File: config.mk
export PLATFORM = sky130hd
export DESIGN_NAME = pcs_sqrt_cell
export DESIGN_NICKNAME = d
export VERILOG_FILES = /design/src/hdl/assert_macros.svh /design/src/hdl/pcs_pkg.sv /design/src/hdl/pcs_sqrt_cell.sv
export SDC_FILE = /design/constraint.sdc
export NUM_CORES = 1
export LEC_CHECK = 0
export BUFFER_PORTS_ARGS = -buffer_cell sky130_fd_sc_hd__buf_2
export CELL_PAD_IN_SITES_DETAIL_PLACEMENT = 1
export CELL_PAD_IN_SITES_GLOBAL_PLACEMENT = 2
export CORE_MARGIN = 2
export CORE_UTILIZATION = 30
export CTS_BUF_LIST = sky130_fd_sc_hd__clkbuf_2 sky130_fd_sc_hd__clkbuf_4 sky130_fd_sc_hd__clkbuf_8
export DETAILED_ROUTE_END_ITERATION = 8
export PLACE_DENSITY = 0.78
export SLEW_MARGIN = 0
export SYNTH_ARGS = -nofsm -noshare
export SYNTH_HDL_FRONTEND = slang
export SYNTH_SLANG_ARGS = --single-unit
File: constraint.sdc
create_clock -name i_clk -period 2.6 [get_ports i_clk]
set_input_delay 0 -clock i_clk [delete_from_list [all_inputs] [get_ports i_clk]]
set_output_delay 0 -clock i_clk [all_outputs]
set_load 0.02 [all_outputs]
File: src/hdl/assert_macros.svh
// ----------------------------------------------------------------------------
// assert_macros.svh
// Concurrent assertion helpers, compiled out for synthesis
// ----------------------------------------------------------------------------
`ifndef ASSERT_MACROS_SVH
`define ASSERT_MACROS_SVH

`ifndef SYNTHESIS

// same-cycle implication, checked outside reset
`define ASSERT_IMPL(label, clk, rst_n, ante, cons) \
    label: assert property (@(posedge clk) disable iff (!rst_n) (ante) |-> (cons)) \
        else $error("assertion failed: same-cycle implication");

// next-cycle implication, checked outside reset
`define ASSERT_NEXT(label, clk, rst_n, ante, cons) \
    label: assert property (@(posedge clk) disable iff (!rst_n) (ante) |=> (cons)) \
        else $error("assertion failed: next-cycle implication");

`else

`define ASSERT_IMPL(label, clk, rst_n, ante, cons)
`define ASSERT_NEXT(label, clk, rst_n, ante, cons)

`endif

`endif

File: src/hdl/pcs_pkg.sv
// ----------------------------------------------------------------------------
// pcs_pkg
// Shared widths, register codes, types and square-root step for the cord stepper
// ----------------------------------------------------------------------------
package pcs_pkg;

    localparam int COORD_BITS = 16;
    localparam int BASE_W     = 16;
    localparam int LEN_W      = 18;
    localparam int DELTA_W    = LEN_W + 1;
    localparam int CFG_IDX_W  = 3;
    localparam int CFG_DATA_W = 18;

    // absolute coordinate, signed, with room for origin add and base subtract
    localparam int X_W   = ((COORD_BITS > BASE_W) ? COORD_BITS : BASE_W) + 2;
    localparam int MAG_W = X_W - 1;
    localparam int SQ_W  = 2 * MAG_W;
    localparam int SUM_W = SQ_W + 1;
    localparam int RW    = (SUM_W + 1) / 2;
    localparam int RAD_W = 2 * RW;
    localparam int REM_W = RW + 1;

    localparam logic [CFG_IDX_W-1:0] REG_BASE_LENGTH        = CFG_IDX_W'(0);
    localparam logic [CFG_IDX_W-1:0] REG_ORIGIN_X           = CFG_IDX_W'(1);
    localparam logic [CFG_IDX_W-1:0] REG_ORIGIN_Y           = CFG_IDX_W'(2);
    localparam logic [CFG_IDX_W-1:0] REG_START_LEFT_LENGTH  = CFG_IDX_W'(3);
    localparam logic [CFG_IDX_W-1:0] REG_START_RIGHT_LENGTH = CFG_IDX_W'(4);

    localparam logic [BASE_W-1:0] BASE_LENGTH_RST = BASE_W'(26419);
    localparam logic [BASE_W-1:0] ORIGIN_X_RST    = BASE_W'(12639);
    localparam logic [BASE_W-1:0] ORIGIN_Y_RST    = BASE_W'(8580);
    localparam logic [LEN_W-1:0]  START_LEFT_RST  = LEN_W'(15278);
    localparam logic [LEN_W-1:0]  START_RIGHT_RST = LEN_W'(16233);

    localparam logic [LEN_W-1:0] LEN_MAX = '1;

    // radicand sums leaving the front end
    typedef struct packed {
        logic             valid;
        logic [SUM_W-1:0] left_sum;
        logic [SUM_W-1:0] right_sum;
    } t_rad_item;

    // one square-root lane in flight
    typedef struct packed {
        logic [RAD_W-1:0] rad;
        logic [REM_W-1:0] rem;
        logic [RW-1:0]    root;
    } t_lane;

    typedef struct packed {
        logic  valid;
        t_lane left;
        t_lane right;
    } t_cell;

    // one result bit of a digit-by-digit integer square root
    function automatic t_lane sqrt_step(t_lane l);
        logic [REM_W+1:0] rem_sh;
        logic [REM_W+1:0] trial;
        t_lane            n;
        rem_sh = {l.rem, l.rad[RAD_W-1 -: 2]};
        trial  = (REM_W+2)'({l.root, 2'b01});
        n.rad  = {l.rad[RAD_W-3:0], 2'b00};
        if (rem_sh >= trial) begin
            n.rem  = REM_W'(rem_sh - trial);
            n.root = {l.root[RW-2:0], 1'b1};
        end else begin
            n.rem  = rem_sh[REM_W-1:0];
            n.root = {l.root[RW-2:0], 1'b0};
        end
        return n;
    endfunction

    function automatic logic [LEN_W-1:0] sat_len(logic [RW-1:0] root);
        logic [RW+LEN_W-1:0] wide;
        wide = (RW+LEN_W)'(root);
        if (wide > (RW+LEN_W)'(LEN_MAX)) begin
            return LEN_MAX;
        end else begin
            return wide[LEN_W-1:0];
        end
    endfunction

endpackage

File: src/hdl/pcs_sqrt_cell.sv
// ----------------------------------------------------------------------------
// pcs_sqrt_cell
// One square-root digit cell: resolves one root bit of both cords per pass
// ----------------------------------------------------------------------------
module pcs_sqrt_cell
    import pcs_pkg::*;
(
    input  logic  i_clk,
    input  logic  i_rst_n,
    input  logic  i_en,
    input  t_cell i_d,
    output t_cell o_q
);

    t_cell r_q;
    t_cell n_q;

    always_comb begin
        n_q.valid = i_d.valid;
        n_q.left  = sqrt_step(i_d.left);
        n_q.right = sqrt_step(i_d.right);
    end

    always_ff @(posedge i_clk) begin
        if (!i_rst_n) begin
            r_q.valid <= 1'b0;
        end else if (i_en) begin
            r_q.valid <= n_q.valid;
        end
        if (i_en) begin
            r_q.left  <= n_q.left;
            r_q.right <= n_q.right;
        end
    end

    assign o_q = r_q;

endmodule

==> key figures <==
Logic synthesis
  – Mapped Cells: 518
  – Post-synth EDFFs: 142
  – Synth area leader: edfxtp_1
  – Seq/Total Area, Yosys: 0.611
  – Asr flop ratio synth: 0
  – Synth warn: 0
  – Top cells by area, synth: edfxtp_1, ha_1, mux2_4
  – Synthesized flop and latch total: 143
  – Most common flop cell mapped by yosys: edfxtp_1
  – Synth Cell Area: 7010 sq um
  – Synth cell types: 58
  – Top-area cell type share of the netlist area: 0.608
  – Avg Cell Area, Syn: 13.5 sq um

Power and ir drop
  – Clk pwr share: 0.290
  – Pwr per Cell Area: 597 nW/um^2
  – Switching part of the total: 0.333
  – Leakage power: 4.76 nW
  – Sequential power share: 0.448
  – Combinational share of power: 0.263
  – Int Pwr: 4.29 mW
  – Worst vdd ir: 245 uV
  – Sw power: 2.14 mW

GRT
  – GRT Total Usage: 0.200
  – Vias in the first global route: 6463
  – First-pass GRT wire length: 37000 microns
  – Initial antenna violation count: 1
  – Total gr overflow: 0
  – Largest net degree at the start of global routing: 63

CTS
  – CTS tree: built
  – CTS clk-pin slew, worst paths: 0.09 ns
  – Clk_lat worst skew: 0.46 ns
  – Setup bufs post-CTS: 0
  – Number of H-tree levels: 4
  – Num CTS Buffers: 17
  – Clock tree buffer depth: 2
  – Sink Count: 143
  – Root Buffer: clkbuf_8

Worst setup path
  – Setup crit start kind: primary input
  – CP Class: in2reg
  – Worst Path Max Fanout: 11
  – RR Startpoint: o_q[146]
  – CP max stage cell: dlygate4sd3_1
  – Worst R2R Path Depth: 3
  – Worst setup path start: i_d[75]
  – CP Data Required Time: 2.80 ns
  – Worst setup EP type: flop
  – Worst Path Arrival: 2.63 ns
  – Slowest stage delay, CP: 0.56 ns
  – Capture point of the worst reg-to-reg path: o_q[146]
  – CP cell instances: dlygate4sd3_1 -> buf_2 -> inv_1 -> ha_1 -> o211ai_1 -> o21a_1 -> a211o_1 -> a21oi_4 -> nor2_2 -> buf_4 -> mux2_1
  – R2r setup slk: 1.42 ns

Timing
  – WHS: 0.0223 ns
  – Tcrit/Tclk final: 0.938
  – RSZ-0062 raised after global routing: false
  – Slew headroom: 0.593
  – Worst slew pin tran: 0.611 ns
  – Fin Setup TNS: 0 ns
  – Final min period: 2.44 ns
  – Worst clock skew: 0 ns
  – Fmax: 0.410 GHz
  – Slew Limit Fails: 0
  – Final Hold Viols: 0
  – Final setup viols: 0

Die
  – Initial Util: 0.308
  – Row cnt: 55
  – Die Footprint: 24600 sq um
  – Core area: 22800 sq um
  – Die H: 157 microns
  – # IOs: 297
  – Die Wd: 157 microns

Flow run
  – Maximum Capacitance Violations: 0

Route
  – DRT Pass-1 Iters: 4
  – Via-per-instance ratio: 4.59
  – DRC: 0
  – Total Wirelength: 24900 microns
  – Initial DRC Count: 274
  – Antenna Violating Nets Remaining: 0
  – Vias: 5966
  – Drt wl/cell: 19.1 microns

Layout
  – Max FFs per register: 143
  – Util after Layout: 0.473
  – Fin nets: 1162
  – Commonest non-fill, non-tap cell in the layout: buf_2
  – Most frequent cells in the layout: buf_2, edfxtp_1, dlygate4sd3_1, inv_1, ha_1
  – Layout cells sized above 1: 0.371
  – Area growth, synth to finish: 53.6%

Placement
  – IO Port Bufs: 292
  – GPL Wtd Cong: 0.801
  – Detailed placement HPWL: 17000 microns

Status
  – Status: finished, final reports clean

Hold path
  – WHS Endpoint: o_q[92]
  – HP Class: in2reg
  – Hold Path Depth: 3
  – Worst Hold Launch: i_d[145]
==> what timing repair did <==
| action | in CTS | in global routing |
|---|---|---|
| setup endpoints to repair | 0 | 15 |
| endpoints found under the hold margin | 140 | 0 |
| hold buffers | 141 | 0 |
| resized for setup | 0 | 3 |
==> worst max-delay path, delay by kind of cell <==
| kind | cells | cell delay, ns |
|---|---|---|
| adders and majority gates | 1 | 0.36 |
| buffers and inverters | 4 | 0.93 |
| muxes | 1 | 0.33 |
| AOI/OAI and AO/OA | 4 | 0.96 |
| and+or+nand+nor | 1 | 0.05 |
==> Yosys cell counts (3+ instances only) <==
cell / number
o21ai_0: 11
nor2b_1: 6
xnor2_1: 22
and3_1: 8
mux2_4: 16
mux2_1: 15
nand4_1: 6
ha_1: 40
o21a_1: 10
nor2_1: 21
nand2_1: 26
inv_1: 47
mux2i_1: 3
a21oi_1: 32
o211ai_1: 5
nor3_1: 7
clkbuf_1: 4
nand3_1: 6
buf_2: 5
nand2b_1: 4
xor2_1: 7
edfxtp_1: 142
a21o_1: 11
a31oi_1: 4
buf_4: 4
a211oi_1: 7
a211o_1: 3
o21ai_1: 6
==> area by class of cell <==
type                            count  area (sq um)
Fill cell                        2520         12000
Sequential cell                   143          4280
Timing Repair Buffer              447          3010
Multi-Input combinational cell    315          2490
Tap cell                          313           392
Clock buffer                       17           234
Clock inverter                     15           188
Inverter                           48           180
Antenna cell                        1          2.50
==> logic make-up (layout without fill, tap and decap cells) <==
| logic type | after synthesis | after routing | share of synthesized area |
|---|---|---|---|
| compound gates | 116 | 116 | 0.115 |
| xor+xnor | 29 | 29 | 0.0362 |
| fa+ha+maj | 40 | 40 | 0.0714 |
| buf+inv | 63 | 527 | 0.0389 |
| flops | 143 | 143 | 0.611 |
| mux | 35 | 35 | 0.0642 |
| other cells | 1 | 5 | 0.000535 |
| simple gates | 91 | 91 | 0.0626 |
==> power groups by stage <==
| stage | Combinational [mW] | Sequential, mW | Clock, mW |
|---|---|---|---|
| global route | 1.83 | 2.90 | 2.01 |
| global placement | 1.48 | 2.91 | 0 |
| CTS | 1.68 | 2.87 | 1.92 |
| detailed placement | 1.50 | 2.92 | 0 |
| finish | 1.69 | 2.88 | 1.86 |
| floorplan | 0.602 | 3.23 | 0 |
==> metal layers <==
metal | vias up | GRT usage | routed length (microns)
li1 | 2857 | - | -
met5 | - | 0 | 0
met4 | 0 | 0.0730 | 659
met2 | 201 | 0.374 | 13100
met1 | 2868 | 0.216 | 9360
met3 | 40 | 0.0531 | 1760
==> how the worst max path moves through the flow <==
stage | cells past startpoint | endpoint | slack [ns]
2_1_floorplan | 9 | o_q[20] | 0.52
3_3_place_gp | 9 | o_q[105] | 0.31
3_5_place_dp | 10 | o_q[100] | 0.22
4_1_cts | 10 | o_q[94] | 0.15
5_1_grt | 11 | o_q[93] | 0.03
6_report | 11 | o_q[94] | 0.16
==> metrics by stage <==
stage	worst slack (ns)	power, mW	cells	instance area, sq um
finish	0.162	6.43	1299	10800
global route	0.0305	6.74	1299	10800
CTS	0.150	6.47	1298	10800
detailed placement	0.222	4.42	1125	8920
global placement	0.308	4.39	1125	8920
floorplan	0.521	3.83	521	7030
(Power assumes the default switching activity.)
