File: src/hdl/assert_macros.svh
// ----------------------------------------------------------------------------
// assert_macros.svh
// Concurrent assertion helpers, compiled out for synthesis
// ----------------------------------------------------------------------------
`ifndef ASSERT_MACROS_SVH
`define ASSERT_MACROS_SVH

`ifndef SYNTHESIS

// same-cycle implication, checked outside reset
`define ASSERT_IMPL(label, clk, rst_n, ante, cons) \
    label: assert property (@(posedge clk) disable iff (!rst_n) (ante) |-> (cons)) \
        else $error("assertion failed: same-cycle implication");

// next-cycle implication, checked outside reset
`define ASSERT_NEXT(label, clk, rst_n, ante, cons) \
    label: assert property (@(posedge clk) disable iff (!rst_n) (ante) |=> (cons)) \
        else $error("assertion failed: next-cycle implication");

`else

`define ASSERT_IMPL(label, clk, rst_n, ante, cons)
`define ASSERT_NEXT(label, clk, rst_n, ante, cons)

`endif

`endif

File: src/hdl/pcs_pkg.sv
// ----------------------------------------------------------------------------
// pcs_pkg
// Shared widths, register codes, types and square-root step for the cord stepper
// ----------------------------------------------------------------------------
package pcs_pkg;

    localparam int COORD_BITS = 16;
    localparam int BASE_W     = 16;
    localparam int LEN_W      = 18;
    localparam int DELTA_W    = LEN_W + 1;
    localparam int CFG_IDX_W  = 3;
    localparam int CFG_DATA_W = 18;

    // absolute coordinate, signed, with room for origin add and base subtract
    localparam int X_W   = ((COORD_BITS > BASE_W) ? COORD_BITS : BASE_W) + 2;
    localparam int MAG_W = X_W - 1;
    localparam int SQ_W  = 2 * MAG_W;
    localparam int SUM_W = SQ_W + 1;
    localparam int RW    = (SUM_W + 1) / 2;
    localparam int RAD_W = 2 * RW;
    localparam int REM_W = RW + 1;

    localparam logic [CFG_IDX_W-1:0] REG_BASE_LENGTH        = CFG_IDX_W'(0);
    localparam logic [CFG_IDX_W-1:0] REG_ORIGIN_X           = CFG_IDX_W'(1);
    localparam logic [CFG_IDX_W-1:0] REG_ORIGIN_Y           = CFG_IDX_W'(2);
    localparam logic [CFG_IDX_W-1:0] REG_START_LEFT_LENGTH  = CFG_IDX_W'(3);
    localparam logic [CFG_IDX_W-1:0] REG_START_RIGHT_LENGTH = CFG_IDX_W'(4);

    localparam logic [BASE_W-1:0] BASE_LENGTH_RST = BASE_W'(26419);
    localparam logic [BASE_W-1:0] ORIGIN_X_RST    = BASE_W'(12639);
    localparam logic [BASE_W-1:0] ORIGIN_Y_RST    = BASE_W'(8580);
    localparam logic [LEN_W-1:0]  START_LEFT_RST  = LEN_W'(15278);
    localparam logic [LEN_W-1:0]  START_RIGHT_RST = LEN_W'(16233);

    localparam logic [LEN_W-1:0] LEN_MAX = '1;

    // radicand sums leaving the front end
    typedef struct packed {
        logic             valid;
        logic [SUM_W-1:0] left_sum;
        logic [SUM_W-1:0] right_sum;
    } t_rad_item;

    // one square-root lane in flight
    typedef struct packed {
        logic [RAD_W-1:0] rad;
        logic [REM_W-1:0] rem;
        logic [RW-1:0]    root;
    } t_lane;

    typedef struct packed {
        logic  valid;
        t_lane left;
        t_lane right;
    } t_cell;

    // one result bit of a digit-by-digit integer square root
    function automatic t_lane sqrt_step(t_lane l);
        logic [REM_W+1:0] rem_sh;
        logic [REM_W+1:0] trial;
        t_lane            n;
        rem_sh = {l.rem, l.rad[RAD_W-1 -: 2]};
        trial  = (REM_W+2)'({l.root, 2'b01});
        n.rad  = {l.rad[RAD_W-3:0], 2'b00};
        if (rem_sh >= trial) begin
            n.rem  = REM_W'(rem_sh - trial);
            n.root = {l.root[RW-2:0], 1'b1};
        end else begin
            n.rem  = rem_sh[REM_W-1:0];
            n.root = {l.root[RW-2:0], 1'b0};
        end
        return n;
    endfunction

    function automatic logic [LEN_W-1:0] sat_len(logic [RW-1:0] root);
        logic [RW+LEN_W-1:0] wide;
        wide = (RW+LEN_W)'(root);
        if (wide > (RW+LEN_W)'(LEN_MAX)) begin
            return LEN_MAX;
        end else begin
            return wide[LEN_W-1:0];
        end
    endfunction

endpackage

File: src/hdl/pcs_front.sv
// ----------------------------------------------------------------------------
// pcs_front
// Origin add, base subtract, magnitudes, squares and sums of squares
// ----------------------------------------------------------------------------
module pcs_front
    import pcs_pkg::*;
(
    input  logic                         i_clk,
    input  logic                         i_rst_n,
    input  logic                         i_en,
    input  logic                         i_valid,
    input  logic signed [COORD_BITS-1:0] i_rel_x,
    input  logic signed [COORD_BITS-1:0] i_rel_y,
    input  logic        [BASE_W-1:0]     i_base_length,
    input  logic        [BASE_W-1:0]     i_origin_x,
    input  logic        [BASE_W-1:0]     i_origin_y,
    output t_rad_item                    o_q
);

    logic                  r_a_valid;
    logic signed [X_W-1:0] r_a_x;
    logic signed [X_W-1:0] r_a_y;
    logic                  r_b_valid;
    logic [MAG_W-1:0]      r_b_lx;
    logic [MAG_W-1:0]      r_b_rx;
    logic [MAG_W-1:0]      r_b_y;
    logic                  r_c_valid;
    logic [SQ_W-1:0]       r_c_lx2;
    logic [SQ_W-1:0]       r_c_rx2;
    logic [SQ_W-1:0]       r_c_y2;
    t_rad_item             r_d;

    logic signed [X_W-1:0] n_a_x;
    logic signed [X_W-1:0] n_a_y;
    logic signed [X_W-1:0] w_rx;
    logic signed [X_W-1:0] w_alx;
    logic signed [X_W-1:0] w_arx;
    logic signed [X_W-1:0] w_ay;

    always_comb begin
        n_a_x = {{(X_W-COORD_BITS){i_rel_x[COORD_BITS-1]}}, i_rel_x}
              + {{(X_W-BASE_W){1'b0}}, i_origin_x};
        n_a_y = {{(X_W-COORD_BITS){i_rel_y[COORD_BITS-1]}}, i_rel_y}
              + {{(X_W-BASE_W){1'b0}}, i_origin_y};
        w_rx  = {{(X_W-BASE_W){1'b0}}, i_base_length} - r_a_x;
        // only the squares matter, so fold the sign away
        w_alx = r_a_x[X_W-1] ? (X_W'(0) - r_a_x) : r_a_x;
        w_arx = w_rx[X_W-1]  ? (X_W'(0) - w_rx)  : w_rx;
        w_ay  = r_a_y[X_W-1] ? (X_W'(0) - r_a_y) : r_a_y;
    end

    always_ff @(posedge i_clk) begin
        if (!i_rst_n) begin
            r_a_valid <= 1'b0;
            r_b_valid <= 1'b0;
            r_c_valid <= 1'b0;
            r_d.valid <= 1'b0;
        end else if (i_en) begin
            r_a_valid <= i_valid;
            r_b_valid <= r_a_valid;
            r_c_valid <= r_b_valid;
            r_d.valid <= r_c_valid;
        end
        if (i_en) begin
            r_a_x       <= n_a_x;
            r_a_y       <= n_a_y;
            r_b_lx      <= w_alx[MAG_W-1:0];
            r_b_rx      <= w_arx[MAG_W-1:0];
            r_b_y       <= w_ay[MAG_W-1:0];
            r_c_lx2     <= SQ_W'(r_b_lx) * SQ_W'(r_b_lx);
            r_c_rx2     <= SQ_W'(r_b_rx) * SQ_W'(r_b_rx);
            r_c_y2      <= SQ_W'(r_b_y) * SQ_W'(r_b_y);
            r_d.left_sum  <= SUM_W'(r_c_lx2) + SUM_W'(r_c_y2);
            r_d.right_sum <= SUM_W'(r_c_rx2) + SUM_W'(r_c_y2);
        end
    end

    assign o_q = r_d;

endmodule

File: config.mk
export PLATFORM = sky130hd
export DESIGN_NAME = pcs_front
export DESIGN_NICKNAME = d
export VERILOG_FILES = /design/src/hdl/assert_macros.svh /design/src/hdl/pcs_pkg.sv /design/src/hdl/pcs_front.sv
export SDC_FILE = /design/constraint.sdc
export NUM_CORES = 2
export LEC_CHECK = 0
export ABC_AREA = 0
export BUFFER_PORTS_ARGS = -buffer_cell sky130_fd_sc_hd__buf_2
export CORE_UTILIZATION = 30
export DETAILED_ROUTE_END_ITERATION = 7
export HOLD_SLACK_MARGIN = 0.03
export PLACE_DENSITY = 0.55
export SETUP_SLACK_MARGIN = 0.15
export SKIP_CTS_REPAIR_TIMING = 1
export SLEW_MARGIN = 20
export SYNTH_ARGS = -nofsm -noshare
export SYNTH_HDL_FRONTEND = slang
export SYNTH_SLANG_ARGS = --single-unit
File: constraint.sdc
create_clock -name i_clk -period 15.2 [get_ports i_clk]
set_input_delay 1.52 -clock i_clk [delete_from_list [all_inputs] [get_ports i_clk]]
set_output_delay 1.52 -clock i_clk [all_outputs]
set_load 0.05 [all_outputs]
==> summary.md <==
| Metric | Value |
|---|---|
| Synth area leaders | `fa_1 30%, edfxtp_1 20%, ha_1 15%` |
| Final Core Density | `33.3%` |
| Chip height | `358 microns` |
| Count leader, synth | `inv_1` |
| Fin worst setup slack | `8040 ps` |
| Status | `complete, no violations` |
| Cell taking the most area after synthesis | `fa_1` |
| R2r endpoint | `r_c_rx2[33]` |
| Vias in the first global route | `27400` |
| Reported max-cap violation count | `0` |
| Setup TNS | `0 ps` |
| Num ports | `155` |
| Crit-path leading delay family | `adder cells` |
| 1st-pass router iterations | `7` |
| R2R Setup Slk | `8040 ps` |
| Largest stage delay on the critical path | `880 ps` |
| First-pass GRT wire length | `144000 microns` |
| Top cell type's share of synthesized area | `30.1%` |
| Synth async-reset ratio | `0%` |
| Final #Nets | `5086` |
| # diodes | `0` |
| Starting Density | `30.3%` |
| Synth cell types | `72` |
| DRT Wirelength | `88700 microns` |
| EDFF count, synth | `256` |
| Worst Clk Skew | `24.9 ps` |
| Syn Area/Cell | `9.85 sq um` |
| IO buf count | `154` |
| Global Route Usage Sum | `14.3%` |
| Num rows | `130` |
| Worst Setup SP | `r_b_rx[4]` |
| DR DRC count | `0` |
| CP endpoint kind | `flip-flop` |
| Fin crit share | `47.1%` |
| Core Area | `0.126 sq mm` |
| Inserted Clock Buffers | `36` |
| Global route overflow | `0` |
| HPWL Detailed | `73700 microns` |
| Max Slew Vio Count | `0` |
| Worst slew pin tran | `972 ps` |
| DIE WIDTH | `358 microns` |
| Yosys reg bits | `260` |
| Req. time, crit path | `15530 ps` |
| Final Hold Viols | `0` |
| Worst r2r path cells | `23` |
| Crit-path cells | `and2_1 -> inv_1 -> fa_1 -> inv_1 -> fa_1 -> inv_1 -> fa_1 -> inv_1 -> fa_1 -> fa_1 -> inv_1 -> fa_1 -> inv_1 -> ha_1 -> a21oi_1 -> or2_2 -> a311oi_1 -> a2111oi_0 -> o21a_1 -> o21ai_1 -> a221o_1 -> a21oi_1 -> xnor2_1` |
| Share of layout cells above drive strength 1 | `6.03%` |
| Vias | `25800` |
| Main synth FF type | `edfxtp_1` |
| Die area | `0.128 sq mm` |
| CTS Buffer Depth | `3` |
| Worst r2r src | `r_b_rx[4]` |
| Clk sinks | `260` |
| Sequential cell area fraction in the yosys report | `20.4%` |
| Worst Path Buf+Inv | `6` |
| Placement Setup Slack | `8000 ps` |
| WP data arrival | `7490 ps` |
| CP Capture Point | `r_c_rx2[33]` |
| Syn Std Cell Area | `0.0381 sq mm` |
| Placer Congestion | `0.832` |
| CP Depth | `23` |
| Clk_lat worst skew | `590 ps` |
| Highest clock rate | `0.140 GHz` |
| RSZ-0062 raised after global routing | `false` |
| Post-route ant nets | `0` |
| Htree depth | `2` |
| Critical Path Fanout Max | `17` |
| Clock transition at path regs | `60 ps` |
| Largest net degree at the start of global routing | `85` |
| DR vias/cell | `4.56` |
| Startpoint types | `flip-flop` |
| Min Tclk post-route | `7160 ps` |
| Area growth syn-to-layout | `10.0%` |
| Worst Setup Path Type | `flip-flop to flip-flop` |
| Synth warn | `0` |
| Tightest Hold Check Type | `flip-flop to flip-flop` |
| Number of antenna violations at the first check in global routing | `2` |
| Iteration-0 DRC count of the detailed router | `1176` |
| Synth cell count leaders | `915 x inv_1, 573 x fa_1, 443 x ha_1, 313 x nand2_1, 256 x edfxtp_1` |
| CTS tree | `yes` |
| Syn Nets | `4966` |
| Slew headroom | `33.5%` |
| Root buf cell | `clkbuf_16` |
| Fill count | `12900` |
| Avg WL per Cell | `15.7 microns` |
| Syn Inst Count | `3866` |
| Slowest CP cell | `a2111oi_0` |
| Count of final setup violators | `0` |
[cells in the final DEF, fill, tap and decap left out, types with 19 or more instances in the layout]
| cell | synthesis | final |
|---|---|---|
| clkbuf_16 | 0 | 36 |
| nand2_1 | 313 | 313 |
| nor2_1 | 143 | 143 |
| o21ai_0 | 95 | 95 |
| o21a_1 | 40 | 40 |
| a21o_1 | 56 | 56 |
| nand3_1 | 33 | 33 |
| a21oi_1 | 138 | 138 |
| nor2b_1 | 48 | 48 |
| buf_2 | 1 | 153 |
| inv_1 | 915 | 915 |
| xor2_1 | 50 | 50 |
| xnor2_1 | 196 | 196 |
| nand2b_1 | 24 | 24 |
| ha_1 | 443 | 443 |
| and3_1 | 20 | 20 |
| edfxtp_1 | 256 | 256 |
| nor3_1 | 44 | 44 |
| o21bai_1 | 19 | 19 |
| fa_1 | 573 | 573 |
| and2_1 | 173 | 173 |
[state kept, by name (all words and copies together), names as in the netlist]
name / count
o_q: 71
r_c_lx2: 33
r_c_rx2: 33
r_c_y2: 33
r_a_x: 18
r_a_y: 18
r_b_lx: 17
r_b_rx: 17
r_b_y: 17
r_a_valid: 1
r_b_valid: 1
r_c_valid: 1
[worst min-delay path by stage]
stage,from,to,cells after the start
floorplan,r_a_y[0],r_b_y[0],0
global placement,o_q[70],o_q[70],2
detailed placement,o_q[70],o_q[70],2
CTS,o_q[70],o_q[70],2
global route,o_q[70],o_q[70],2
finish,o_q[70],o_q[70],2
[tightest hold or removal path: cells and delay by family, from the launching register on]
kind | cells | cell delay (ps)
flops | 1 | 320
simple gates | 1 | 90
mux | 1 | 60
[per-layer routing]
metal  routed length (microns)  up-vias  GRT usage, %
li1                          -    12500             -
met1                     40600    12900          19.2
met2                     43500      357          24.7
met3                      3060       61          1.30
met4                      1580        0          3.12
met5                         0        -             0
[stage by stage]
stage               instances  area, sq um  hold WS (ps)
floorplan                3866        38100           450
global placement         5598        40700           502
detailed placement       5598        40700           498
CTS                      5662        41900           515
global route             5662        41900           535
finish                   5662        41900           507
[area by class of cell]
type	instances	area (sq um)	area share [%]
sequential	260	7770	18.5
clock inverter	26	319	0.761
timing repair buffer	158	811	1.93
clock buffer	38	908	2.17
inverter	915	3430	8.20
tap	1650	2060	4.93
multi-input combinational	2615	26600	63.5
[cells by family after synthesis]
kind of cell / Yosys count / synth area share (%)
xor+xnor: 246 / 5.66
mux: 7 / 0.194
buf+inv: 991 / 9.77
compound gates: 491 / 8.43
flops: 260 / 20.4
fa+ha+maj: 1016 / 44.7
simple gates: 855 / 10.9
Power is left out: the tool's default activity adds up to more than one toggle a clock period on the data nets, which glitch-free logic cannot reach.
